### src/rtl/prob_pkg.sv
// shared types and constants for the pixel raster op and blend pipeline
// no dependencies; imported by every prob_* module and the top level
package prob_pkg;

    localparam int unsigned PIX_W   = 32;
    localparam int unsigned RGB_W   = 24;
    localparam int unsigned CHAN_W  = 8;
    localparam int unsigned NUM_CH  = 3;
    localparam int unsigned MODE_W  = 5;
    localparam int unsigned IDX_W   = 3;
    localparam int unsigned ACC_W   = 2 * CHAN_W;

    localparam logic [CHAN_W-1:0] ALPHA_OPAQUE = 8'hFF;
    localparam logic [CHAN_W-1:0] CHAN_MAX     = 8'hFF;

    // extended modes; codes below MODE_HIGHLIGHT are bitwise logic ops
    localparam logic [MODE_W-1:0] MODE_HIGHLIGHT = 5'd16;
    localparam logic [MODE_W-1:0] MODE_OVER      = 5'd17;
    localparam logic [MODE_W-1:0] MODE_ADD_MAX   = 5'd18;
    localparam logic [MODE_W-1:0] MODE_SUB_MIN   = 5'd19;
    localparam logic [MODE_W-1:0] MODE_BLEND     = 5'd20;

    // register indexes
    localparam logic [IDX_W-1:0] CFG_MODE      = 3'd0;
    localparam logic [IDX_W-1:0] CFG_HIGHLIGHT = 3'd1;
    localparam logic [IDX_W-1:0] CFG_FLOOR     = 3'd2;
    localparam logic [IDX_W-1:0] CFG_CEILING   = 3'd3;
    localparam logic [IDX_W-1:0] CFG_WEIGHT    = 3'd4;

    // register reset values
    localparam logic [MODE_W-1:0] MODE_RESET    = 5'd3;
    localparam logic [RGB_W-1:0]  CEILING_RESET = 24'hFFFFFF;

    typedef struct packed {
        logic [MODE_W-1:0] mode;
        logic [RGB_W-1:0]  highlight;
        logic [RGB_W-1:0]  floor_rgb;
        logic [RGB_W-1:0]  ceiling;
        logic [RGB_W-1:0]  weight;
    } cfg_t;

    // channel 0 is red
    typedef struct packed {
        logic [NUM_CH-1:0][CHAN_W-1:0] a;
        logic [NUM_CH-1:0][CHAN_W-1:0] b;
        logic [NUM_CH-1:0][CHAN_W-1:0] w;
        logic                          use_mix;
        logic [PIX_W-1:0]              direct;
    } front_t;

    typedef struct packed {
        logic [NUM_CH-1:0][ACC_W-1:0] acc;
        logic                         use_mix;
        logic [PIX_W-1:0]             direct;
    } mac_t;

endpackage

### src/rtl/prob_front.sv
// first stage: operand selection, logic ops, highlight and clamped add/subtract
// depends on prob_pkg
module prob_front (
    input  logic            aclk,
    input  logic            aresetn,
    input  prob_pkg::cfg_t  cfg,
    input  logic            in_valid,
    output logic            in_ready,
    input  logic [31:0]     src,
    input  logic [31:0]     dst,
    output logic            out_valid,
    input  logic            out_ready,
    output prob_pkg::front_t out_data
);
    import prob_pkg::*;

    logic   valid_reg, valid_next;
    front_t data_reg, data_next;

    always_comb begin
        logic [CHAN_W-1:0] sc, dc, top, low, diff;
        logic [CHAN_W:0]   sum;
        logic [RGB_W-1:0]  lrgb, add_rgb, sub_rgb;
        logic [3:0]        code;
        front_t            f;
        code = cfg.mode[3:0];
        for (int i = 0; i < RGB_W; i++) begin
            lrgb[i] = code[{~src[i+CHAN_W], ~dst[i+CHAN_W]}];
        end
        for (int c = 0; c < NUM_CH; c++) begin
            sc   = src[PIX_W-1-CHAN_W*c -: CHAN_W];
            dc   = dst[PIX_W-1-CHAN_W*c -: CHAN_W];
            top  = cfg.ceiling[RGB_W-1-CHAN_W*c -: CHAN_W];
            low  = cfg.floor_rgb[RGB_W-1-CHAN_W*c -: CHAN_W];
            sum  = {1'b0, sc} + {1'b0, dc};
            diff = dc - sc;
            add_rgb[RGB_W-1-CHAN_W*c -: CHAN_W] = (sum > {1'b0, top}) ? top : sum[CHAN_W-1:0];
            sub_rgb[RGB_W-1-CHAN_W*c -: CHAN_W] = (dc < sc || diff < low) ? low : diff;
            f.a[c] = sc;
            f.b[c] = dc;
            f.w[c] = (cfg.mode == MODE_OVER) ? src[CHAN_W-1:0]
                                             : cfg.weight[RGB_W-1-CHAN_W*c -: CHAN_W];
        end
        f.use_mix = 1'b0;
        f.direct  = dst;
        priority if (cfg.mode < MODE_HIGHLIGHT) begin
            f.direct = {lrgb, ALPHA_OPAQUE};
        end else if (cfg.mode == MODE_HIGHLIGHT) begin
            f.direct = (|src[PIX_W-1:CHAN_W]) ? {cfg.highlight, ALPHA_OPAQUE} : dst;
        end else if (cfg.mode == MODE_OVER) begin
            // transparent source keeps the destination, alpha included
            f.use_mix = (src[CHAN_W-1:0] != '0);
        end else if (cfg.mode == MODE_ADD_MAX) begin
            f.direct = {add_rgb, ALPHA_OPAQUE};
        end else if (cfg.mode == MODE_SUB_MIN) begin
            f.direct = {sub_rgb, ALPHA_OPAQUE};
        end else begin
            f.use_mix = 1'b1;
        end
        data_next = f;
    end

    assign in_ready   = !valid_reg || out_ready;
    assign valid_next = in_ready ? in_valid : valid_reg;

    always_ff @(posedge aclk) begin
        if (!aresetn) begin
            valid_reg <= 1'b0;
        end else begin
            valid_reg <= valid_next;
        end
    end

    always_ff @(posedge aclk) begin
        if (in_valid && in_ready) begin
            data_reg <= data_next;
        end
    end

    assign out_valid = valid_reg;
    assign out_data  = data_reg;

endmodule

### src/rtl/prob_mac.sv
// second stage: per-channel weighted sum a*w + b*(255-w)
// depends on prob_pkg
module prob_mac (
    input  logic             aclk,
    input  logic             aresetn,
    input  logic             in_valid,
    output logic             in_ready,
    input  prob_pkg::front_t in_data,
    output logic             out_valid,
    input  logic             out_ready,
    output prob_pkg::mac_t   out_data
);
    import prob_pkg::*;

    logic valid_reg, valid_next;
    mac_t data_reg, data_next;

    always_comb begin
        logic [ACC_W-1:0] pa, pb;
        for (int c = 0; c < NUM_CH; c++) begin
            pa = {{CHAN_W{1'b0}}, in_data.a[c]} * {{CHAN_W{1'b0}}, in_data.w[c]};
            pb = {{CHAN_W{1'b0}}, in_data.b[c]} * {{CHAN_W{1'b0}}, CHAN_MAX - in_data.w[c]};
            data_next.acc[c] = pa + pb;
        end
        data_next.use_mix = in_data.use_mix;
        data_next.direct  = in_data.direct;
    end

    assign in_ready   = !valid_reg || out_ready;
    assign valid_next = in_ready ? in_valid : valid_reg;

    always_ff @(posedge aclk) begin
        if (!aresetn) begin
            valid_reg <= 1'b0;
        end else begin
            valid_reg <= valid_next;
        end
    end

    always_ff @(posedge aclk) begin
        if (in_valid && in_ready) begin
            data_reg <= data_next;
        end
    end

    assign out_valid = valid_reg;
    assign out_data  = data_reg;

endmodule

### src/rtl/prob_div.sv
// third stage: divide by 255 with truncation, pack and select, output register
// depends on prob_pkg
module prob_div (
    input  logic           aclk,
    input  logic           aresetn,
    input  logic           in_valid,
    output logic           in_ready,
    input  prob_pkg::mac_t in_data,
    output logic           out_valid,
    input  logic           out_ready,
    output logic [31:0]    out_pixel
);
    import prob_pkg::*;

    logic             valid_reg, valid_next;
    logic [PIX_W-1:0] pixel_reg, pixel_next;

    always_comb begin
        logic [ACC_W-1:0]  x, q;
        logic [RGB_W-1:0]  rgb;
        for (int c = 0; c < NUM_CH; c++) begin
            x = in_data.acc[c];
            // exact floor(x / 255) for x up to 255 * 255
            q = (x + (x >> CHAN_W) + ACC_W'(1)) >> CHAN_W;
            rgb[RGB_W-1-CHAN_W*c -: CHAN_W] = q[CHAN_W-1:0];
        end
        pixel_next = in_data.use_mix ? {rgb, ALPHA_OPAQUE} : in_data.direct;
    end

    assign in_ready   = !valid_reg || out_ready;
    assign valid_next = in_ready ? in_valid : valid_reg;

    always_ff @(posedge aclk) begin
        if (!aresetn) begin
            valid_reg <= 1'b0;
        end else begin
            valid_reg <= valid_next;
        end
    end

    always_ff @(posedge aclk) begin
        if (in_valid && in_ready) begin
            pixel_reg <= pixel_next;
        end
    end

    assign out_valid = valid_reg;
    assign out_pixel = pixel_reg;

endmodule

### src/rtl/pixel_raster_op_blend.sv
// top level of the pixel raster op and blend pipeline: config registers and stages
// depends on prob_pkg, prob_front, prob_mac, prob_div
//
//  channel | ports                                  | transfer when
//  --------+----------------------------------------+----------------------
//  input   | s_valid s_ready s_source_pixel s_dest_pixel | s_valid && s_ready
//  output  | m_valid m_ready m_result_pixel         | m_valid && m_ready
//  config  | cfg_wr_en cfg_index cfg_wdata          | cfg_wr_en
//
// three register stages (operand select, multiply-add, divide by 255 and pack)
// one pixel per clock while the sink keeps m_ready high; each pixel passes the front,
// mac and div stage registers in that order before m_valid rises for it
// each stage holds its item while the next one stalls; nothing is dropped
// synchronous active-low reset clears stage valids and loads the config registers with their reset values
module pixel_raster_op_blend (
    input  logic        aclk,
    input  logic        aresetn,
    input  logic        s_valid,
    output logic        s_ready,
    input  logic [31:0] s_source_pixel,
    input  logic [31:0] s_dest_pixel,
    output logic        m_valid,
    input  logic        m_ready,
    output logic [31:0] m_result_pixel,
    input  logic        cfg_wr_en,
    input  logic [2:0]  cfg_index,
    input  logic [23:0] cfg_wdata
);
    import prob_pkg::*;

    cfg_t   cfg_reg, cfg_next;
    logic   front_valid, front_ready;
    front_t front_data;
    logic   mac_valid, mac_ready;
    mac_t   mac_data;

    always_comb begin
        cfg_next = cfg_reg;
        if (cfg_wr_en) begin
            unique case (cfg_index)
                CFG_MODE:      cfg_next.mode      = cfg_wdata[MODE_W-1:0];
                CFG_HIGHLIGHT: cfg_next.highlight = cfg_wdata;
                CFG_FLOOR:     cfg_next.floor_rgb = cfg_wdata;
                CFG_CEILING:   cfg_next.ceiling   = cfg_wdata;
                CFG_WEIGHT:    cfg_next.weight    = cfg_wdata;
                default:       cfg_next           = cfg_reg;
            endcase
        end
    end

    always_ff @(posedge aclk) begin
        if (!aresetn) begin
            cfg_reg.mode      <= MODE_RESET;
            cfg_reg.highlight <= '0;
            cfg_reg.floor_rgb <= '0;
            cfg_reg.ceiling   <= CEILING_RESET;
            cfg_reg.weight    <= '0;
        end else begin
            cfg_reg <= cfg_next;
        end
    end

    prob_front u_front (
        .aclk      (aclk),
        .aresetn   (aresetn),
        .cfg       (cfg_reg),
        .in_valid  (s_valid),
        .in_ready  (s_ready),
        .src       (s_source_pixel),
        .dst       (s_dest_pixel),
        .out_valid (front_valid),
        .out_ready (front_ready),
        .out_data  (front_data)
    );

    prob_mac u_mac (
        .aclk      (aclk),
        .aresetn   (aresetn),
        .in_valid  (front_valid),
        .in_ready  (front_ready),
        .in_data   (front_data),
        .out_valid (mac_valid),
        .out_ready (mac_ready),
        .out_data  (mac_data)
    );

    prob_div u_div (
        .aclk      (aclk),
        .aresetn   (aresetn),
        .in_valid  (mac_valid),
        .in_ready  (mac_ready),
        .in_data   (mac_data),
        .out_valid (m_valid),
        .out_ready (m_ready),
        .out_pixel (m_result_pixel)
    );

    // a stalled first stage keeps its item
    a_front_hold: assert property (@(posedge aclk) disable iff (!aresetn)
        front_valid && !front_ready |=> front_valid && $stable(front_data))
        else $error("first stage item changed while stalled");

    // a stalled middle stage keeps its item
    a_mac_hold: assert property (@(posedge aclk) disable iff (!aresetn)
        mac_valid && !mac_ready |=> mac_valid && $stable(mac_data))
        else $error("middle stage item changed while stalled");

    // mode write lands in the register
    a_mode_write: assert property (@(posedge aclk) disable iff (!aresetn)
        cfg_wr_en && cfg_index == CFG_MODE |=> cfg_reg.mode == $past(cfg_wdata[MODE_W-1:0]))
        else $error("mode register write lost");

    // pipeline empty straight after reset
    a_reset_empty: assert property (@(posedge aclk)
        $past(!aresetn) |-> !m_valid && !front_valid && !mac_valid)
        else $error("stage valid set after reset");

endmodule

### config.mk
export PLATFORM = sky130hd
export DESIGN_NAME = pixel_raster_op_blend
export DESIGN_NICKNAME = d
export VERILOG_FILES = /design/src/rtl/prob_pkg.sv /design/src/rtl/prob_front.sv /design/src/rtl/prob_mac.sv /design/src/rtl/prob_div.sv /design/src/rtl/pixel_raster_op_blend.sv
export SDC_FILE = /design/constraint.sdc
export NUM_CORES = 2
export LEC_CHECK = 0
export BUFFER_PORTS_ARGS = -buffer_cell sky130_fd_sc_hd__buf_2
export CAP_MARGIN = 20
export CORE_UTILIZATION = 45
export CTS_BUF_LIST = sky130_fd_sc_hd__clkbuf_8
export CTS_CLUSTER_SIZE = 28
export DETAILED_ROUTE_END_ITERATION = 8
export PLACE_DENSITY = 0.71
export SLEW_MARGIN = 25
export SYNTH_ARGS = -nofsm -noshare
export SYNTH_HDL_FRONTEND = slang
export SYNTH_HIERARCHICAL = 1
export SYNTH_SLANG_ARGS = --single-unit
### constraint.sdc
create_clock -name aclk -period 7.5 [get_ports aclk]
set_input_delay 1.125 -clock aclk [delete_from_list [all_inputs] [get_ports aclk]]
set_output_delay 1.125 -clock aclk [all_outputs]
set_load 0.02 [all_outputs]
### After elaboration in Yosys (flattened, before gate mapping)

Cells that the tools add are included.

* output and inout port bits: 34
* logic and storage cells: 229
* input bits: 96
* register bits after elaboration: 322

* mux-type cells: 67
* bitwise gates (word level): 48
* $mul: 6
* $add $sub $neg: 18
* equality and inequality tests: 8
* order comparisons: 34
* reductions and logical operators: 21

Operator list (number)
* 32-bit two-way mux: 7
* 8-bit by 8-bit multiplier with 16-bit output: 6
* 2-bit by 3-bit less-than comparator with 1-bit output (second input constant): 24
* 8-bit two-way mux: 9
* 16-bit by 1-bit adder with 16-bit output (second input constant): 3
* 16-bit adder: 3
* 16-bit by 8-bit adder with 16-bit output: 3
* 1-bit binary-select mux with 2-bit select: 24
* 8-bit less-than comparator: 6
* 1-bit inverter: 48
* 8-bit by 8-bit adder with 9-bit output: 3
* 9-bit by 8-bit > comparator with 1-bit output: 3
* 1-bit two-way mux: 27
* 24-bit OR reduction: 1
* 8-bit subtractor: 3
* 8-bit subtractor (first input constant): 3
* 5-bit equality test (second input constant): 4
* 2-bit AND reduction: 5
* 8-bit nonzero test: 1
* 3-bit by 2-bit equality test with 1-bit output (second input constant): 2
* 1-bit logical OR: 6
* 5-bit less-than comparator (second input constant): 1
* 3-bit by 1-bit equality test with 1-bit output (second input constant): 1
* 3-bit equality test (second input constant): 1
* 4 further kinds: 8

### Logic depth before layout (Yosys ltp)

* depth in word-level cells: 9
* gate-level depth with buffers: 21
* depth with buffers taken out: 20

### Hierarchy

The synthesis kept the hierarchy.

By module, submodules not included
* prob_mac: cells an instance 1563, sequential area each 2452.4 um^2, times used 1, area an instance 15687.5 um^2
* prob_front: cells an instance 891, sequential area each 3173.0 um^2, times used 1, area an instance 8750.9 um^2
* pixel_raster_op_blend: cells an instance 385, sequential area each 2021.9 um^2, times used 1, area an instance 3931.3 um^2
* prob_div: cells an instance 237, sequential area each 980.9 um^2, times used 1, area an instance 2329.7 um^2

### Worst setup path after synthesis

Ideal clock, no wire load.

* kind: register -> register
* start point: reg u_front.data_reg (netlist bit u_front/out_data[37])
* end point: reg u_mac.data_reg (netlist bit u_mac/out_data[48]) (data pin)
* required time: 7240 ps
* period minus slack after synthesis: 5416 ps
* cell stages (with the launch flop): 21
* library setup time: 260 ps
* slack: 2084 ps
* path buffers: 2
* data arrival time: 5156 ps
* path through: edfxtp_1 -> clkbuf_1 -> and2_1 -> fa_1 -> inv_1 -> fa_1 -> inv_1 -> fa_1 -> fa_1 -> fa_1 -> inv_1 -> fa_1 -> inv_1 -> ha_1 -> clkbuf_1 -> a21oi_1 -> nand2_1 -> a41o_1 -> a21bo_1 -> a21oi_2 -> xnor2_1

RTL lines
* start, declared: RTL line prob_front.sv:18 `front_t data_reg, data_next;`
* start signal, assigned: RTL line prob_front.sv:76 `data_reg <= data_next;`
* end signal, assigned: RTL line prob_mac.sv:42 `data_reg <= data_next;`
* end, declared: RTL line prob_mac.sv:16 `mac_t data_reg, data_next;`

==> reports/qor.yml <==
yosys_warnings: 6
max_freq_mhz: 176
synth_common_cells: "inv_1, nand2_1, ha_1"
cts_hold_buf: 0
num_vias: 21900
postSynth.asyncResetShare_pct: 0
cts_sinks: 322
critPathTopFamily: "adder cells"
finalClockSkew_ns: 0.0295
whs_path_depth: 0
netlist_top_cells_area: "edfxtp_1, fa_1, ha_1"
cts_max_level: 2
crit_type: "reg -> reg"
grt_pass1_wl_um: 123000
syn_area_mm2: 0.0307
slowest_stage: "edfxtp_1"
critPathArrivalTime_ns: 6.04
p_comb_share_pct: 61.5
p_leak_nw: 15.3
path_common_cell: "fa_1"
final_max_slew_viol_count: 0
largest_reg_flops: 105
setup-tns-final_ns: 0
gr-total-overflow: 0
start_util_pct: 45.6
tightest_slew_ns: 1.03
clock_latency_ns: 0.67
ys_seq_area_share_pct: 28.1
internal_power_w: 0.00639
crit_required_ns: 7.87
fp.dieH_um: 263
r2r-start: "u_front/out_data[51]"
syn_inst: 3076
slew_headroom_pct: 31.2
rsz0062_at_grt: "no"
p_clk_share_pct: 15.2
die-area_mm2: 0.0693
start_kind: "flip-flop"
r2r-end: "u_mac/out_data[80]"
status: "complete, no violations"
ff2ff_setup_slack_ns: 1.83
cts_made_buffers: 57
yosys.area.top_type: "edfxtp_1"
cp-end-kind: "flip-flop"
antenna_found_initial: 11
crit_start: "u_front/out_data[51]"
max_stage_delay_ns: 0.71
min-delay-start: "u_front/out_data[2]"
max-cap-violations: 0
power.share.sequential_pct: 23.3
synth_edf_count: 218
cts_resized: 0
hold_class: "reg -> reg"
min_period_ns: 5.67
instances_no_fill: 4101
syn_to_final_growth_pct: 8.69
drt_iter0_drc: 1682
wl_um: 76600
clkTransAtPathRegs_ns: 0.06
io_buffers: 129
dp_cells: 3989
ys_types: 89
root_buffer: "clkbuf_8"
ant_nets: 0
grt_max_degree: 101
viasPerCell: 5.34
first_global_vias: 22500
setup_viol: 0
synth_top_area_share_pct: 21.3
switching_share_pct: 43.2
ir_drop_v: 0.000266
crit_buf_inv: 1
holdPathEnd: "u_mac/out_data[2]"
clockBufferDepth: 3
synth_most_common_cell: "inv_1"
gp_congestion: 0.904
drc: 0
rows: 95
hpwl_um: 59500
layout-drive-gt1-share_pct: 9.87
post_cts_buffers: 0
worstPathCellList: "nand2_1, fa_1, fa_1, fa_1, inv_1, fa_1, fa_1, fa_1, ha_1, and2_1, a31oi_1, nor3b_2, o211ai_1, a31oi_1, xnor2_1"
hold_violations: 0
p_per_area_mw_per_mm2: 337
post-route-period-util_pct: 75.6
critPathMaxFanout: 16
num_io_pins: 130
die_x_um: 263
ys_ff_latch: 322
r2r_cells: 15
p_switching_w: 0.00486
wl_per_cell_um: 18.7
dr.pass1.iters: 5
fp.coreArea_mm2: 0.0673
final_net_count: 3866
cts_tree: "done"
avgSynthCellArea_um2: 9.98
synth_ff_type: "edfxtp_1"
grt_usage_pct: 22.6
==> per-layer routing <==
layer / GRT usage, % / wire [µm] / up-vias
met5: 0 / 46 / -
met3: 5.56 / 6540 / 167
li1: - / - / 10300
met1: 30.3 / 33200 / 10600
met2: 35.6 / 34300 / 756
met4: 7.86 / 2540 / 8
==> power groups by stage <==
stage | logic, W | clock network (W) | registers [W]
final | 0.00691 | 0.00171 | 0.00262
after global routing | 0.00795 | 0.00183 | 0.00265
after CTS | 0.00690 | 0.00175 | 0.00262
after detailed placement | 0.00684 | 0 | 0.00266
after global placement | 0.00670 | 0 | 0.00265
after floorplan | 0.00552 | 0 | 0.00257
==> worst register-to-register path, delay by kind of cell, from the launching register on <==
kind / cells / cell delay (ns)
AND/OR/NAND/NOR: 3 / 0.69
adder cells (fa/ha/maj): 7 / 3.29
flip-flops: 1 / 0.71
buffers and inverters: 1 / 0.05
XOR/XNOR: 1 / 0.10
AO/OA/AOI/OAI: 3 / 0.55
==> layout make-up <==
type / count / area [µm²]
Antenna cell: 5 / 12.5
Clock buffer: 66 / 908
Clock inverter: 40 / 313
Fill cell: 6159 / 33900
Inverter: 518 / 1940
Multi-Input combinational cell: 2131 / 19700
Sequential cell: 322 / 8630
Tap cell: 873 / 1090
Timing Repair Buffer: 146 / 773
==> kinds of logic (layout without fill, tap and decap cells) <==
group / after synthesis / in the layout / share of synthesized area [%]
compound gates: 363 / 363 / 8.22
simple gates: 925 / 925 / 15.7
xor+xnor: 79 / 79 / 2.25
fa+ha+maj: 594 / 594 / 31.4
mux: 167 / 167 / 6.46
buf+inv: 625 / 770 / 7.88
other cells: 1 / 8 / 0.0122
flops: 322 / 322 / 28.1
==> per-stage QoR <==
stage,worst slack [ns],total power (W),hold slack (ns),util [%],cell area [µm²]
detailed placement,1.86,0.00950,0.406,47.7,32100
CTS,1.86,0.0113,0.422,49.6,33300
finish,1.83,0.0112,0.419,49.6,33400
global route,1.50,0.0124,0.427,49.6,33400
global placement,1.94,0.00935,0.402,47.7,32100
floorplan,2.08,0.00809,0.400,-,30700
==> cells in the final DEF, fill, tap and decap left out, types with 58 or more instances in the layout <==
cell type  count
and2_1       110
buf_2        129
clkbuf_8      66
edfxtp_1     218
inv_1        536
nand2_1      308
xnor2_1       58
o21ai_0       66
mux2i_1      133
ha_1         300
nor2_1       105
a21oi_1       84
nor2b_1      203
fa_1         294
nand2b_1      71
dfxtp_1      104
==> how the worst max path moves through the flow <==
stage	to	cells after the start	slack (ns)
2_1_floorplan	u_mac/out_data[48]	20	2.08
3_3_place_gp	u_mac/out_data[48]	18	1.94
3_5_place_dp	u_mac/out_data[64]	17	1.86
4_1_cts	u_mac/out_data[80]	15	1.86
5_1_grt	u_mac/out_data[80]	15	1.50
6_report	u_mac/out_data[80]	15	1.83
(Power assumes the default switching activity.)
